===== config.mk =====
export PLATFORM = sky130hd
export DESIGN_NAME = signature_triple_word_extractor_top
export DESIGN_NICKNAME = d
export VERILOG_FILES = /design/src/rtl/core/stwe_pkg.sv /design/src/rtl/core/signature_triple_word_extractor_top.sv /design/src/rtl/core/stwe_cell.sv /design/src/rtl/core/stwe_window.sv
export SDC_FILE = /design/constraint.sdc
export NUM_CORES = 1
export LEC_CHECK = 0
export BUFFER_PORTS_ARGS = -buffer_cell sky130_fd_sc_hd__buf_2
export CAP_MARGIN = 30
export CORE_MARGIN = 4
export CORE_UTILIZATION = 59
export DETAILED_ROUTE_END_ITERATION = 10
export GPL_ROUTABILITY_DRIVEN = 0
export PLACE_DENSITY = 0.78
export SYNTH_ARGS = -nofsm -noshare
export SYNTH_HDL_FRONTEND = slang
export SYNTH_SLANG_ARGS = --single-unit

===== constraint.sdc =====
create_clock -name clk -period 7.6 [get_ports clk]
set_clock_uncertainty 0.15 [all_clocks]
set_input_delay 1.52 -clock clk [delete_from_list [all_inputs] [get_ports clk]]
set_output_delay 1.52 -clock clk [all_outputs]
set_load 0.03 [all_outputs]

===== src/rtl/core/stwe_pkg.sv =====
// ----------------------------------------------------------------------------
// stwe_pkg
// Shared types and constants of the signature triple word extractor.
// ----------------------------------------------------------------------------
package stwe_pkg;

    localparam int WINDOW_LEN = 24;
    localparam int MARK_LEN   = 12;
    localparam int WORD_W     = 32;
    localparam int BYTE_W     = 8;
    localparam int CFG_IDX_W  = 2;

    localparam logic [WORD_W-1:0] SIG_RESET = 32'h3F80_0000;

    // register indexes of the configuration port
    localparam logic [CFG_IDX_W-1:0] REG_SIG_FIRST  = 2'd0;
    localparam logic [CFG_IDX_W-1:0] REG_SIG_SECOND = 2'd1;
    localparam logic [CFG_IDX_W-1:0] REG_SIG_THIRD  = 2'd2;

    // per-cell control
    typedef struct packed {
        logic shift;
        logic clear;
    } cell_ctrl_t;

    // window control from the top level
    typedef struct packed {
        logic shift;
        logic restart;
    } win_ctrl_t;

    // window status towards the top level
    typedef struct packed {
        logic              hit;
        logic [WORD_W-1:0] x_word;
        logic [WORD_W-1:0] y_word;
        logic [WORD_W-1:0] z_word;
    } win_stat_t;

endpackage


===== src/rtl/core/signature_triple_word_extractor_top.sv =====
// ----------------------------------------------------------------------------
// signature_triple_word_extractor_top
// Scans a byte stream for a twelve-byte marker and reports the three words
// that follow it.
// ----------------------------------------------------------------------------
// One byte word is taken per clock, back to back, unless the slave side
// stalls, through a chain of 24 byte cells. The byte that completes the
// window is registered in the cells and its result in the master side's single
// output register. The slave side stalls only when a pending match finds that
// output register still holding an earlier result that has not been taken.
// A restart flag in tuser clears the window and the offset count in the same
// cycle as it takes its byte. No clearing pass is needed after reset; the
// cells carry valid flags that reset clears at once. The offset count stops
// at its top value and reported offsets then stay put.
// ----------------------------------------------------------------------------
module signature_triple_word_extractor_top
#(
    parameter int POSITION_BITS = 32
)
(
    input  logic         clk,
    input  logic         rst_n,

    input  logic         s_tvalid,
    output logic         s_tready,
    input  logic [7:0]   s_tdata,   // [7:0] data_byte
    input  logic         s_tuser,   // [0] restart

    output logic         m_tvalid,
    input  logic         m_tready,
    output logic [127:0] m_tdata,   // [31:0] match_offset, [63:32] x_word,
                                    // [95:64] y_word, [127:96] z_word

    input  logic         cfg_we,
    input  logic [1:0]   cfg_index,
    input  logic [31:0]  cfg_wdata
);

    localparam int OFF_W = (POSITION_BITS < 32) ? POSITION_BITS : 32;
    localparam logic [POSITION_BITS-1:0] POS_MAX = '1;
    localparam logic [POSITION_BITS-1:0] WIN_BACK =
        POSITION_BITS'(stwe_pkg::WINDOW_LEN - 1);

    // ---------------------------------------------------------------- config
    logic [31:0] sig_first_reg;
    logic [31:0] sig_second_reg;
    logic [31:0] sig_third_reg;

    always_ff @(posedge clk or negedge rst_n)
    begin
        if (!rst_n)
        begin
            sig_first_reg  <= stwe_pkg::SIG_RESET;
            sig_second_reg <= stwe_pkg::SIG_RESET;
            sig_third_reg  <= stwe_pkg::SIG_RESET;
        end
        else if (cfg_we)
        begin
            case (cfg_index)
                stwe_pkg::REG_SIG_FIRST:  sig_first_reg  <= cfg_wdata;
                stwe_pkg::REG_SIG_SECOND: sig_second_reg <= cfg_wdata;
                stwe_pkg::REG_SIG_THIRD:  sig_third_reg  <= cfg_wdata;
                default:                  ; // unknown index: ignore the write
            endcase
        end
    end

    // ---------------------------------------------------------------- window
    stwe_pkg::win_ctrl_t wctrl;
    stwe_pkg::win_stat_t wstat;
    logic                accept;

    assign wctrl.shift   = accept;
    assign wctrl.restart = s_tuser;

    stwe_window u_window
    (
        .clk        (clk),
        .rst_n      (rst_n),
        .ctrl       (wctrl),
        .in_byte    (s_tdata),
        .sig_first  (sig_first_reg),
        .sig_second (sig_second_reg),
        .sig_third  (sig_third_reg),
        .stat       (wstat)
    );

    // ------------------------------------------------- position and pending
    // pend_reg marks that the window has just taken a byte whose compare is
    // still to be looked at; cur_reg holds that byte's stream offset.
    logic                     pend_reg;
    logic                     pend_next;
    logic [POSITION_BITS-1:0] pos_reg;
    logic [POSITION_BITS-1:0] pos_next;
    logic [POSITION_BITS-1:0] cur_reg;
    logic [POSITION_BITS-1:0] cur_next;
    logic [POSITION_BITS-1:0] cur_in;
    logic [POSITION_BITS-1:0] off_full;

    logic         out_valid_reg;
    logic         out_valid_next;
    logic [127:0] out_data_reg;
    logic         out_free;
    logic         pend_hit;
    logic         load;

    assign out_free = !out_valid_reg || m_tready;
    assign pend_hit = pend_reg && wstat.hit;
    assign load     = pend_hit && out_free;
    // a pending miss is simply dropped, so only a blocked hit holds the input
    assign s_tready = !pend_hit || out_free;
    assign accept   = s_tvalid && s_tready;

    always_comb
    begin
        cur_in   = s_tuser ? '0 : pos_reg;
        pos_next = pos_reg;
        cur_next = cur_reg;
        if (accept)
        begin
            // saturate the offset count at its top value
            pos_next = (cur_in == POS_MAX) ? cur_in : cur_in + POSITION_BITS'(1);
            cur_next = cur_in;
        end
    end

    always_comb
    begin
        if (accept)
        begin
            pend_next = 1'b1;
        end
        else if (pend_hit && !out_free)
        begin
            pend_next = 1'b1;
        end
        else
        begin
            pend_next = 1'b0;
        end
    end

    always_ff @(posedge clk or negedge rst_n)
    begin
        if (!rst_n)
        begin
            pos_reg  <= '0;
            pend_reg <= 1'b0;
        end
        else
        begin
            pos_reg  <= pos_next;
            pend_reg <= pend_next;
        end
    end

    always_ff @(posedge clk)
    begin
        cur_reg <= cur_next;
    end

    // offset of the window's first byte; only the low word leaves the block
    assign off_full = cur_reg - WIN_BACK;

    // ---------------------------------------------------------------- output
    always_comb
    begin
        if (load)
        begin
            out_valid_next = 1'b1;
        end
        else if (m_tready)
        begin
            out_valid_next = 1'b0;
        end
        else
        begin
            out_valid_next = out_valid_reg;
        end
    end

    always_ff @(posedge clk or negedge rst_n)
    begin
        if (!rst_n)
        begin
            out_valid_reg <= 1'b0;
        end
        else
        begin
            out_valid_reg <= out_valid_next;
        end
    end

    always_ff @(posedge clk)
    begin
        if (load)
        begin
            out_data_reg <= {wstat.z_word, wstat.y_word, wstat.x_word,
                             32'(off_full[OFF_W-1:0])};
        end
    end

    assign m_tvalid = out_valid_reg;
    assign m_tdata  = out_data_reg;

endmodule


===== src/rtl/core/stwe_cell.sv =====
// ----------------------------------------------------------------------------
// stwe_cell
// One byte cell of the window chain: a byte and its valid flag.
// ----------------------------------------------------------------------------
module stwe_cell
(
    input  logic                       clk,
    input  logic                       rst_n,
    input  stwe_pkg::cell_ctrl_t       ctrl,
    input  logic [stwe_pkg::BYTE_W-1:0] in_byte,
    input  logic                       in_valid,
    output logic [stwe_pkg::BYTE_W-1:0] byte_q,
    output logic                       valid_q
);

    logic [stwe_pkg::BYTE_W-1:0] byte_reg;
    logic [stwe_pkg::BYTE_W-1:0] byte_next;
    logic                        valid_reg;
    logic                        valid_next;

    // drop the neighbour's word on a restart
    always_comb
    begin
        byte_next  = ctrl.clear ? '0 : in_byte;
        valid_next = ctrl.clear ? 1'b0 : in_valid;
    end

    always_ff @(posedge clk or negedge rst_n)
    begin
        if (!rst_n)
        begin
            valid_reg <= 1'b0;
        end
        else if (ctrl.shift)
        begin
            valid_reg <= valid_next;
        end
    end

    always_ff @(posedge clk)
    begin
        if (ctrl.shift)
        begin
            byte_reg <= byte_next;
        end
    end

    assign byte_q  = byte_reg;
    assign valid_q = valid_reg;

endmodule


===== src/rtl/core/stwe_window.sv =====
// ----------------------------------------------------------------------------
// stwe_window
// Chain of byte cells forming the sliding window, with the marker compare.
// ----------------------------------------------------------------------------
module stwe_window
(
    input  logic                        clk,
    input  logic                        rst_n,
    input  stwe_pkg::win_ctrl_t         ctrl,
    input  logic [stwe_pkg::BYTE_W-1:0] in_byte,
    input  logic [stwe_pkg::WORD_W-1:0] sig_first,
    input  logic [stwe_pkg::WORD_W-1:0] sig_second,
    input  logic [stwe_pkg::WORD_W-1:0] sig_third,
    output stwe_pkg::win_stat_t         stat
);

    localparam int LAST = stwe_pkg::WINDOW_LEN - 1;

    logic [stwe_pkg::BYTE_W-1:0] byte_q  [stwe_pkg::WINDOW_LEN];
    logic                        valid_q [stwe_pkg::WINDOW_LEN];

    genvar i;
    generate
        for (i = 0; i < stwe_pkg::WINDOW_LEN; i++)
        begin : g_cell
            stwe_pkg::cell_ctrl_t cctrl;
            if (i == LAST)
            begin : g_head
                // newest byte enters here and is always valid
                assign cctrl.shift = ctrl.shift;
                assign cctrl.clear = 1'b0;
                stwe_cell u_cell
                (
                    .clk      (clk),
                    .rst_n    (rst_n),
                    .ctrl     (cctrl),
                    .in_byte  (in_byte),
                    .in_valid (1'b1),
                    .byte_q   (byte_q[i]),
                    .valid_q  (valid_q[i])
                );
            end
            else
            begin : g_body
                assign cctrl.shift = ctrl.shift;
                assign cctrl.clear = ctrl.restart;
                stwe_cell u_cell
                (
                    .clk      (clk),
                    .rst_n    (rst_n),
                    .ctrl     (cctrl),
                    .in_byte  (byte_q[i+1]),
                    .in_valid (valid_q[i+1]),
                    .byte_q   (byte_q[i]),
                    .valid_q  (valid_q[i])
                );
            end
        end
    endgenerate

    logic [stwe_pkg::WORD_W-1:0] w0;
    logic [stwe_pkg::WORD_W-1:0] w1;
    logic [stwe_pkg::WORD_W-1:0] w2;

    assign w0 = {byte_q[0], byte_q[1], byte_q[2], byte_q[3]};
    assign w1 = {byte_q[4], byte_q[5], byte_q[6], byte_q[7]};
    assign w2 = {byte_q[8], byte_q[9], byte_q[10], byte_q[11]};

    // the oldest cell is valid only once the whole window is filled
    assign stat.hit = valid_q[0] && (w0 == sig_first) && (w1 == sig_second)
                      && (w2 == sig_third);
    assign stat.x_word = {byte_q[12], byte_q[13], byte_q[14], byte_q[15]};
    assign stat.y_word = {byte_q[16], byte_q[17], byte_q[18], byte_q[19]};
    assign stat.z_word = {byte_q[20], byte_q[21], byte_q[22], byte_q[23]};

endmodule


# Word level (Yosys, flattened, before mapping)
# Cells that the tools add are included.
# classes
n_addsub,2
eq_ne,6
muxes,29
n_reduce_logical,17
# ops
cell,count
== test 32 bit,3
two-way mux 32 bit,2
adder 32 x 1 -> 32 bit (second input constant),1
== test 32 bit (second input constant),1
subtractor 32 x 5 -> 32 bit (second input constant),1
two-way mux 1 bit,27
logical AND 1 bit,7
AND reduction 2 bit,3
logical NOT 1 bit,3
== test 2 x 1 -> 1 bit (second input constant),1
== test 2 bit (second input constant),1
logical NOT 2 bit,1
logical OR 1 bit,2
nonzero test 2 bit,1
# word_totals
reg_bits,506
in_bits,48
output_inout_bits,130
elab_cells,110

# Depth between registers and ports, before layout
# Gate-level depths: netlist of the first run.
# depth
word_depth,9
depth_mapped,11
depth_no_buf,9

# Modules after synthesis
# Synthesis of the first run repeated with hierarchy kept, for this count alone.
# hier_totals
hier_cells,1344
hier_area_um2,20796.2
# by_module_without_submodules
module,instances,cells_per_inst,area_each_um2
signature_triple_word_extractor_top,1,699,11178.2
stwe_cell,24,20,351.6
stwe_window,1,165,1179.9

# Least setup slack after synthesis of the first run
# Ideal clock, no wire load.
# synth_path
kind,input -> register
from,input m_tready
to,register cur_reg[0] (enable)
setup_time_ns,0.577
t_arrival_ns,6.704
setup_slack_ns,0.170
stages,8
path_cell_list,nand2b_1 -> nor4_1 -> nand4bb_1 -> or4_1 -> o31ai_4 -> buf_2 -> buf_2 -> inv_1
# synth_between
elab_chain_len,3
# synth_rtl
item,line_no,source
start: declaration,signature_triple_word_extractor_top.sv:30,"input logic m_tready,"
logical OR 1 bit,signature_triple_word_extractor_top.sv:107,assign out_free = !out_valid_reg || m_tready;
logical OR 1 bit,signature_triple_word_extractor_top.sv:111,assign s_tready = !pend_hit || out_free;
logical AND 1 bit,signature_triple_word_extractor_top.sv:112,assign accept = s_tvalid && s_tready;
named net accept,signature_triple_word_extractor_top.sv:71,logic accept;
end signal: assignment,signature_triple_word_extractor_top.sv:159,cur_reg <= cur_next;
end: declaration,signature_triple_word_extractor_top.sv:95,logic [POSITION_BITS-1:0] cur_reg;
# The timed path passes the listed nets, and every way through them passes these cells.
# A chain may end at the register's enable or synchronous reset.

# Final worst setup path of the first run
# layout_path
from,input m_tready
to,output s_tready
# layout_between
elab_chain_len,2
# layout_rtl
item,line_no,source
logical OR 1 bit,signature_triple_word_extractor_top.sv:107,
logical OR 1 bit,signature_triple_word_extractor_top.sv:111,
end: declaration,signature_triple_word_extractor_top.sv:25,"output logic s_tready,"
# Every way passes these cells.

==> impl_results.md, run 1 <==
* Clock group share of total power at 0.400
* FF-to-FF path depth at 8
* Deepest clock path buffer count at 3
* Power Internal at 4830 µW
* Flop2flop setup slack at between 3000 and 4000 ps
* Ys Warns at 0
* Max cap viols at 0
* Die W at about 190 µm
* Largest net degree at the start of global routing at 108
* Nets@finish at around 1700
* Reg2reg start: sig_first_reg[23]
* Worst Setup SP: m_tready
* Setup bufs post-CTS at 0
* Clk sinks at 506
* Leakage at ~0.009 µW
* Final Setup Violations at 0
* Initial antenna violation count at 2
* Seq pwr share at 0.526
* Port bufs at 177
* I/O pin cnt at approximately 180
* Initial DRC Count at 945
* ANT nets after route at 0
* Sequential fraction of the synthesis area at 0.705
* # diodes at 0
* P_sw at 1440 µW
* Core Util, Final at 0.685
* Vias per cell at about 5.7
* Tcrit/Tclk final at 0.661
* WS Path Type: in -> out
* Clk root buf: clkbuf_16
* Core Rows at 68
* Cell count after synthesis at roughly 1400
* # DRC at 0
* Worst vdd ir at ~0.22 mV
* Slew at the pin with the worst max-slew slack at between 800 and 900 ps
* Syn Std Cell Area at 20500 µm²
* DIE AREA at 37800 µm²
* First-pass GRT wire length at between 60 and 70 mm
* Slew HR at 0.406
* Tightest Hold Check Type: reg -> reg
* CP arrival at around 3400 ps
* DPL Wire Length at ~28 mm
* First-pass DRT Iterations at 5
* Via count at around 12000
* # resized after CTS at 0
* Largest register FFs at roughly 180
* Synth cell types at 55
* Hold_buf cts at 0
* Worst Slack Setup Final at between 2000 and 3000 ps
* Post-synth top flop: edfxtp_1
* WL/cell at about 21 µm
* Worst Setup End Kind: output pin
* Num CTS Buffers at 50
* Final Slew Violations at 0
* Count of state elements after synthesis at 506
* Worst-path clk slew at around 60 ps
* Share of cells above drive strength 1 at 0.240
* Place WS at approximately 2400 ps
* Clk_lat worst skew at ~600 ps
* Total gr overflow at 0
* Design Area, Final at roughly 24000 µm²
* Critical Path Sink: s_tready
* EDFF count, synth at roughly 350
* Final hold viol count at 0
* Global Route Usage Sum at 0.228
* CTS HTree Levels at 2
* Layout area overhead at 15.1%
* Initial Util at 0.595
* FMAX at ~200 MHz
* Vias in the first global route at about 12000
* Post-route non-filler standard cell count at ~2100
* CP Launch Type: primary input
* Status: finished, final reports clean
* FF-to-FF End: m_tdata[42]
* Post-Syn Nets at about 1500
* Die H at 194 µm
* Core area at around 34000 µm²
* Placed Area at ~22000 µm²
* CP max FO at 4
* CTS tree: done
* Dpl cells at slightly above 2000
* PwrDens at 265 nW/µm²
* Logic pwr share at 0.074
* Switching share of total power at 0.229
* WP data required at 5930 ps
* Async set-reset flop share out of synthesis at 0.304
* Total negative slack at 0 ps
* Synth Area per Inst at ~14 µm²
* Aggregate routed wire length at between 40 and 50 mm
* RSZ-0062 raised after global routing: false
* Minimum clock period at 5020 ps
==> synthesized netlist by cell type (all sizes together), types with 12 or more instances <==
master,count,share of area
nand2,108,0.020
inv,14,0.0026
or4,27,0.011
or3,12,0.0039
nor3,15,0.0037
nand4,13,0.0040
clkbuf,37,0.0068
nand3,32,0.0078
nor4,48,0.016
xnor2,16,0.0068
o21ai,37,0.0090
nor2b,268,0.082
dfstp,21,0.027
mux2,95,0.052
edfxtp,352,0.52
dfrtp,133,0.16
xor2,77,0.033
nor2,28,0.0051
==> how the worst min path moves through the flow <==
stage / startpoint / end / slack (ps) / cells after the start
2_1_floorplan: u_window.g_cell[23].g_head.u_cell.byte_q[4] / m_tdata[100] / 270 / 0
3_3_place_gp: u_window.g_cell[16].g_body.u_cell.byte_q[4] / m_tdata[92] / 270 / 0
3_5_place_dp: u_window.g_cell[13].g_body.u_cell.byte_q[3] / m_tdata[51] / 270 / 0
4_1_cts: u_window.g_cell[13].g_body.u_cell.byte_q[3] / m_tdata[51] / 290 / 0
5_1_grt: u_window.g_cell[17].g_body.u_cell.byte_q[4] / m_tdata[84] / 290 / 0
6_report: u_window.g_cell[17].g_body.u_cell.byte_q[4] / m_tdata[84] / 280 / 0
==> layout by cell type (no fill, tap or decap), types with 32 or more instances in the layout <==
master and count:
edfxtp_1 352, nor2b_1 268, buf_2 175, dfrtp_1 133, nand2_1 108, mux2_2 95, xor2_1 77, clkbuf_16 52
nor4_1 46, o21ai_0 37, nand3_1 32
==> power groups by stage <==
stage,combinational (µW),sequential [µW],clock [µW]
4_1_cts,463,3290,2560
6_report,462,3300,2510
5_1_grt,502,3310,2670
3_3_place_gp,440,3340,0
2_1_floorplan,319,3310,0
3_5_place_dp,459,3350,0
==> worst max-delay path: stages <==
cell,delay (ps)
buf_2,90
nand2b_1,230
nor4_1,330
nand4bb_1,140
or4_1,470
or3_1,370
buf_2,200
==> logic make-up after synthesis <==
group                    Yosys count  synth area share
AO/OA/AOI/OAI                     77            0.0250
XOR/XNOR                          93            0.0397
adder cells (fa/ha/maj)            2           0.00122
buffers and inverters             63            0.0122
flip-flops                       506             0.705
multiplexers                      96            0.0526
AND/OR/NAND/NOR                  586             0.165
==> per-layer routing <==
metal / GRT usage / vias to the layer above / part of all wire
li1: - / 5539 / -
met1: 0.290 / 6072 / 0.40
met2: 0.377 / 399 / 0.49
met3: 0.0619 / 117 / 0.073
met4: 0.0893 / 2 / 0.038
met5: 0 / - / 0.00030
==> per-stage QoR <==
step                hold WS (ps)  power [µW]
finish                       283        6270
global route                 294        6490
detailed placement           273        3800
CTS                          287        6310
global placement             270        3780
floorplan                    268        3630
==> area by class of cell <==
class	count	area, µm²
multi-input cells	854	5820
clock inverters	20	215
well taps	455	569
fillers	2377	10800
repair buffers	188	1010
flip-flops and latches	506	14500
inverters	15	63.8
clock buffers	74	1480
No activity file was read; power rests on OpenSTA's default activity.
==> run 2: changes to the inputs <==
==> constraint.sdc (replaced) <==
create_clock -name clk -period 4.7 [get_ports clk]
set_clock_uncertainty 0.15 [all_clocks]
set_input_delay 0.94 -clock clk [delete_from_list [all_inputs] [get_ports clk]]
set_output_delay 0.94 -clock clk [all_outputs]
set_load 0.03 [all_outputs]
==> impl_results.md, run 2 (same netlist as run 1, synthesis figures left out) <==
* Worst vdd ir at 0.309 mV (+43%)
* # DRC at 0 (unchanged)
* Initial Util at 0.595 (unchanged)
* CTS HTree Levels at 2 (unchanged)
* Vias in the first global route at 12700 (+2.6%)
* Initial antenna violation count at 3 (+1)
* Worst path max stage delay at 650 ps (+180 ps)
* CP arrival at 3240 ps (-110 ps)
* Post-route non-filler standard cell count at 2118 (+0.28%)
* # fillers at 2363 (-0.59%)
* Share of cells above drive strength 1 at 0.238 (-0.00132)
* Minimum clock period at ~4300 ps
* CTS tree: done
* Dpl cells at 2021 (+0.20%)
* Slew at the pin with the worst max-slew slack at 886 ps (-4.74 ps)
* CP Cell Sequence: nor2b_1, a2111oi_0, nand4_1, or4_4, or3_1, buf_2
* Tightest Hold Check Type: reg -> reg
* Status: finished, final reports clean
* Footprint of the multi-input gates at 5830 µm² (+0.19%)
* WP data required at 3610 ps (-2320 ps)
* Final Slew Violations at 0 (unchanged)
* WHS at 285 ps (+1.57 ps)
* Aggregate routed wire length at 44.8 mm (+3.2%)
* Num CTS Buffers at 50 (unchanged)
* Sequential cell area at 14500 µm² (unchanged)
* FMAX at ~230 MHz
* DPL Wire Length at 29.0 mm (+3.1%)
* First-pass GRT wire length at 70.1 mm (+2.7%)
* Slew HR at 0.409 (+0.00316)
* Total negative slack at 0 ps (unchanged)
* Initial DRC Count at 811 (-14%)
* Worst Setup End Kind: output pin
* Die H at 194 µm (unchanged)
* Clk sinks at 506 (unchanged)
* Via count at 12200 (+0.18%)
* WS Path Type: reg -> out
* PwrDens at 421 nW/µm² (+59%)
* Most frequent cells in the layout: edfxtp_1, nor2b_1, buf_2
* Layout area overhead at 15.1% (about the same)
* Largest register FFs at 184 (unchanged)
* Overall Power at 9930 µW (+58%)
* Commonest non-fill, non-tap cell in the layout: edfxtp_1
* Die W at 194 µm (unchanged)
* Core Util, Final at 0.685 (about the same)
* Clk_lat worst skew at 580 ps (-20 ps)
* CP Launch Type: flip-flop
* Core Rows at 68 (unchanged)
* ANT nets after route at 0 (unchanged)
* Leakage at 0.00895 µW (-0.37%)
* Clk root buf: clkbuf_16
* Max cap viols at 0 (unchanged)
* RSZ-0062 raised after global routing: false
* Worst-path clk slew at 60 ps (about the same)
* WL/cell at 21.1 µm (+2.9%)
* First-pass DRT Iterations at 5 (unchanged)
* Global Route Usage Sum at 0.234 (+0.00643)
* Total gr overflow at 0 (unchanged)
* Vias per cell at 5.74 (-0.10%)
* Tcrit/Tclk final at 0.922
* CP max-delay cell: a2111oi_0
* DIE AREA at 37800 µm² (unchanged)
* Final hold viol count at 0 (unchanged)
* Port bufs at 177 (unchanged)
* Nets@finish at 1670 (+0.30%)
* CP max FO at 3 (-1)
* I/O pin cnt at 178 (unchanged)
* Core area at 34500 µm² (unchanged)
* Deepest clock path buffer count at 3 (unchanged)
* Final Setup Violations at 0 (unchanged)
* Largest net degree at the start of global routing at 117 (+8.3%)
-- run 2: area by class of cell --
class | instances | area share
clock buffers | 75 | 0.0614
repair buffers | 193 | 0.0462
flip-flops and latches | 506 | 0.612
multi-input cells | 854 | 0.247
clock inverters | 19 | 0.00615
well taps | 455 | 0.0241
diodes | 1 | 0.000106
inverters | 15 | 0.00255
-- run 2: critical path, delay by kind of cell, from the launching register on --
family	cells	cell delay (ps)
AO/OA/AOI/OAI	1	650
buffers and inverters	1	200
flip-flops	1	530
AND/OR/NAND/NOR	4	1280
-- run 2: worst paths after layout --
| check | from | endpoint | slack [ps] | cells after the start |
|---|---|---|---|---|
| setup / recovery | sig_first_reg[23] | s_tready | 370 | 6 |
| hold / removal | u_window.g_cell[17].g_body.u_cell.byte_q[2] | m_tdata[82] | 280 | 0 |
| setup reg to reg | sig_first_reg[23] | u_window.g_cell[7].g_body.u_cell.valid_q | 730 | 8 |
| hold reg to reg | u_window.g_cell[17].g_body.u_cell.byte_q[2] | m_tdata[82] | 280 | 0 |
| max in group asynchronous | rst_n | pos_reg[21] | 2770 | 4 |
| min in group asynchronous | rst_n | sig_second_reg[12] | 580 | 2 |
-- run 2: power breakdown --
part           internal (µW)  total, µW  switching, µW
Combinational            334        753            419
Sequential              5110       5340            221
Clock                   2190       3850           1650
Total                   7640       9930           2290
-- run 2: through the flow --
step                worst slack (ps)  instance area, µm²
floorplan                      -1570               20500
global placement                 880               22000
detailed placement               752               22000
CTS                              382               23600
global route                     376               23600
finish                           367               23600
-- run 2: repair_timing --
item                       CTS  global route
resized for setup            0             0
hold buffers                 0             1
hold endpoints to repair     0             7
setup buffers                0             0
setup endpoints to repair    0             0
-- run 2: per-layer routing --
metal	GRT usage	vias up	share of wire
met1	0.299	6124	0.39
met2	0.398	366	0.51
li1	-	5544	-
met3	0.0440	113	0.059
met4	0.0969	4	0.037
met5	0	-	0.00047
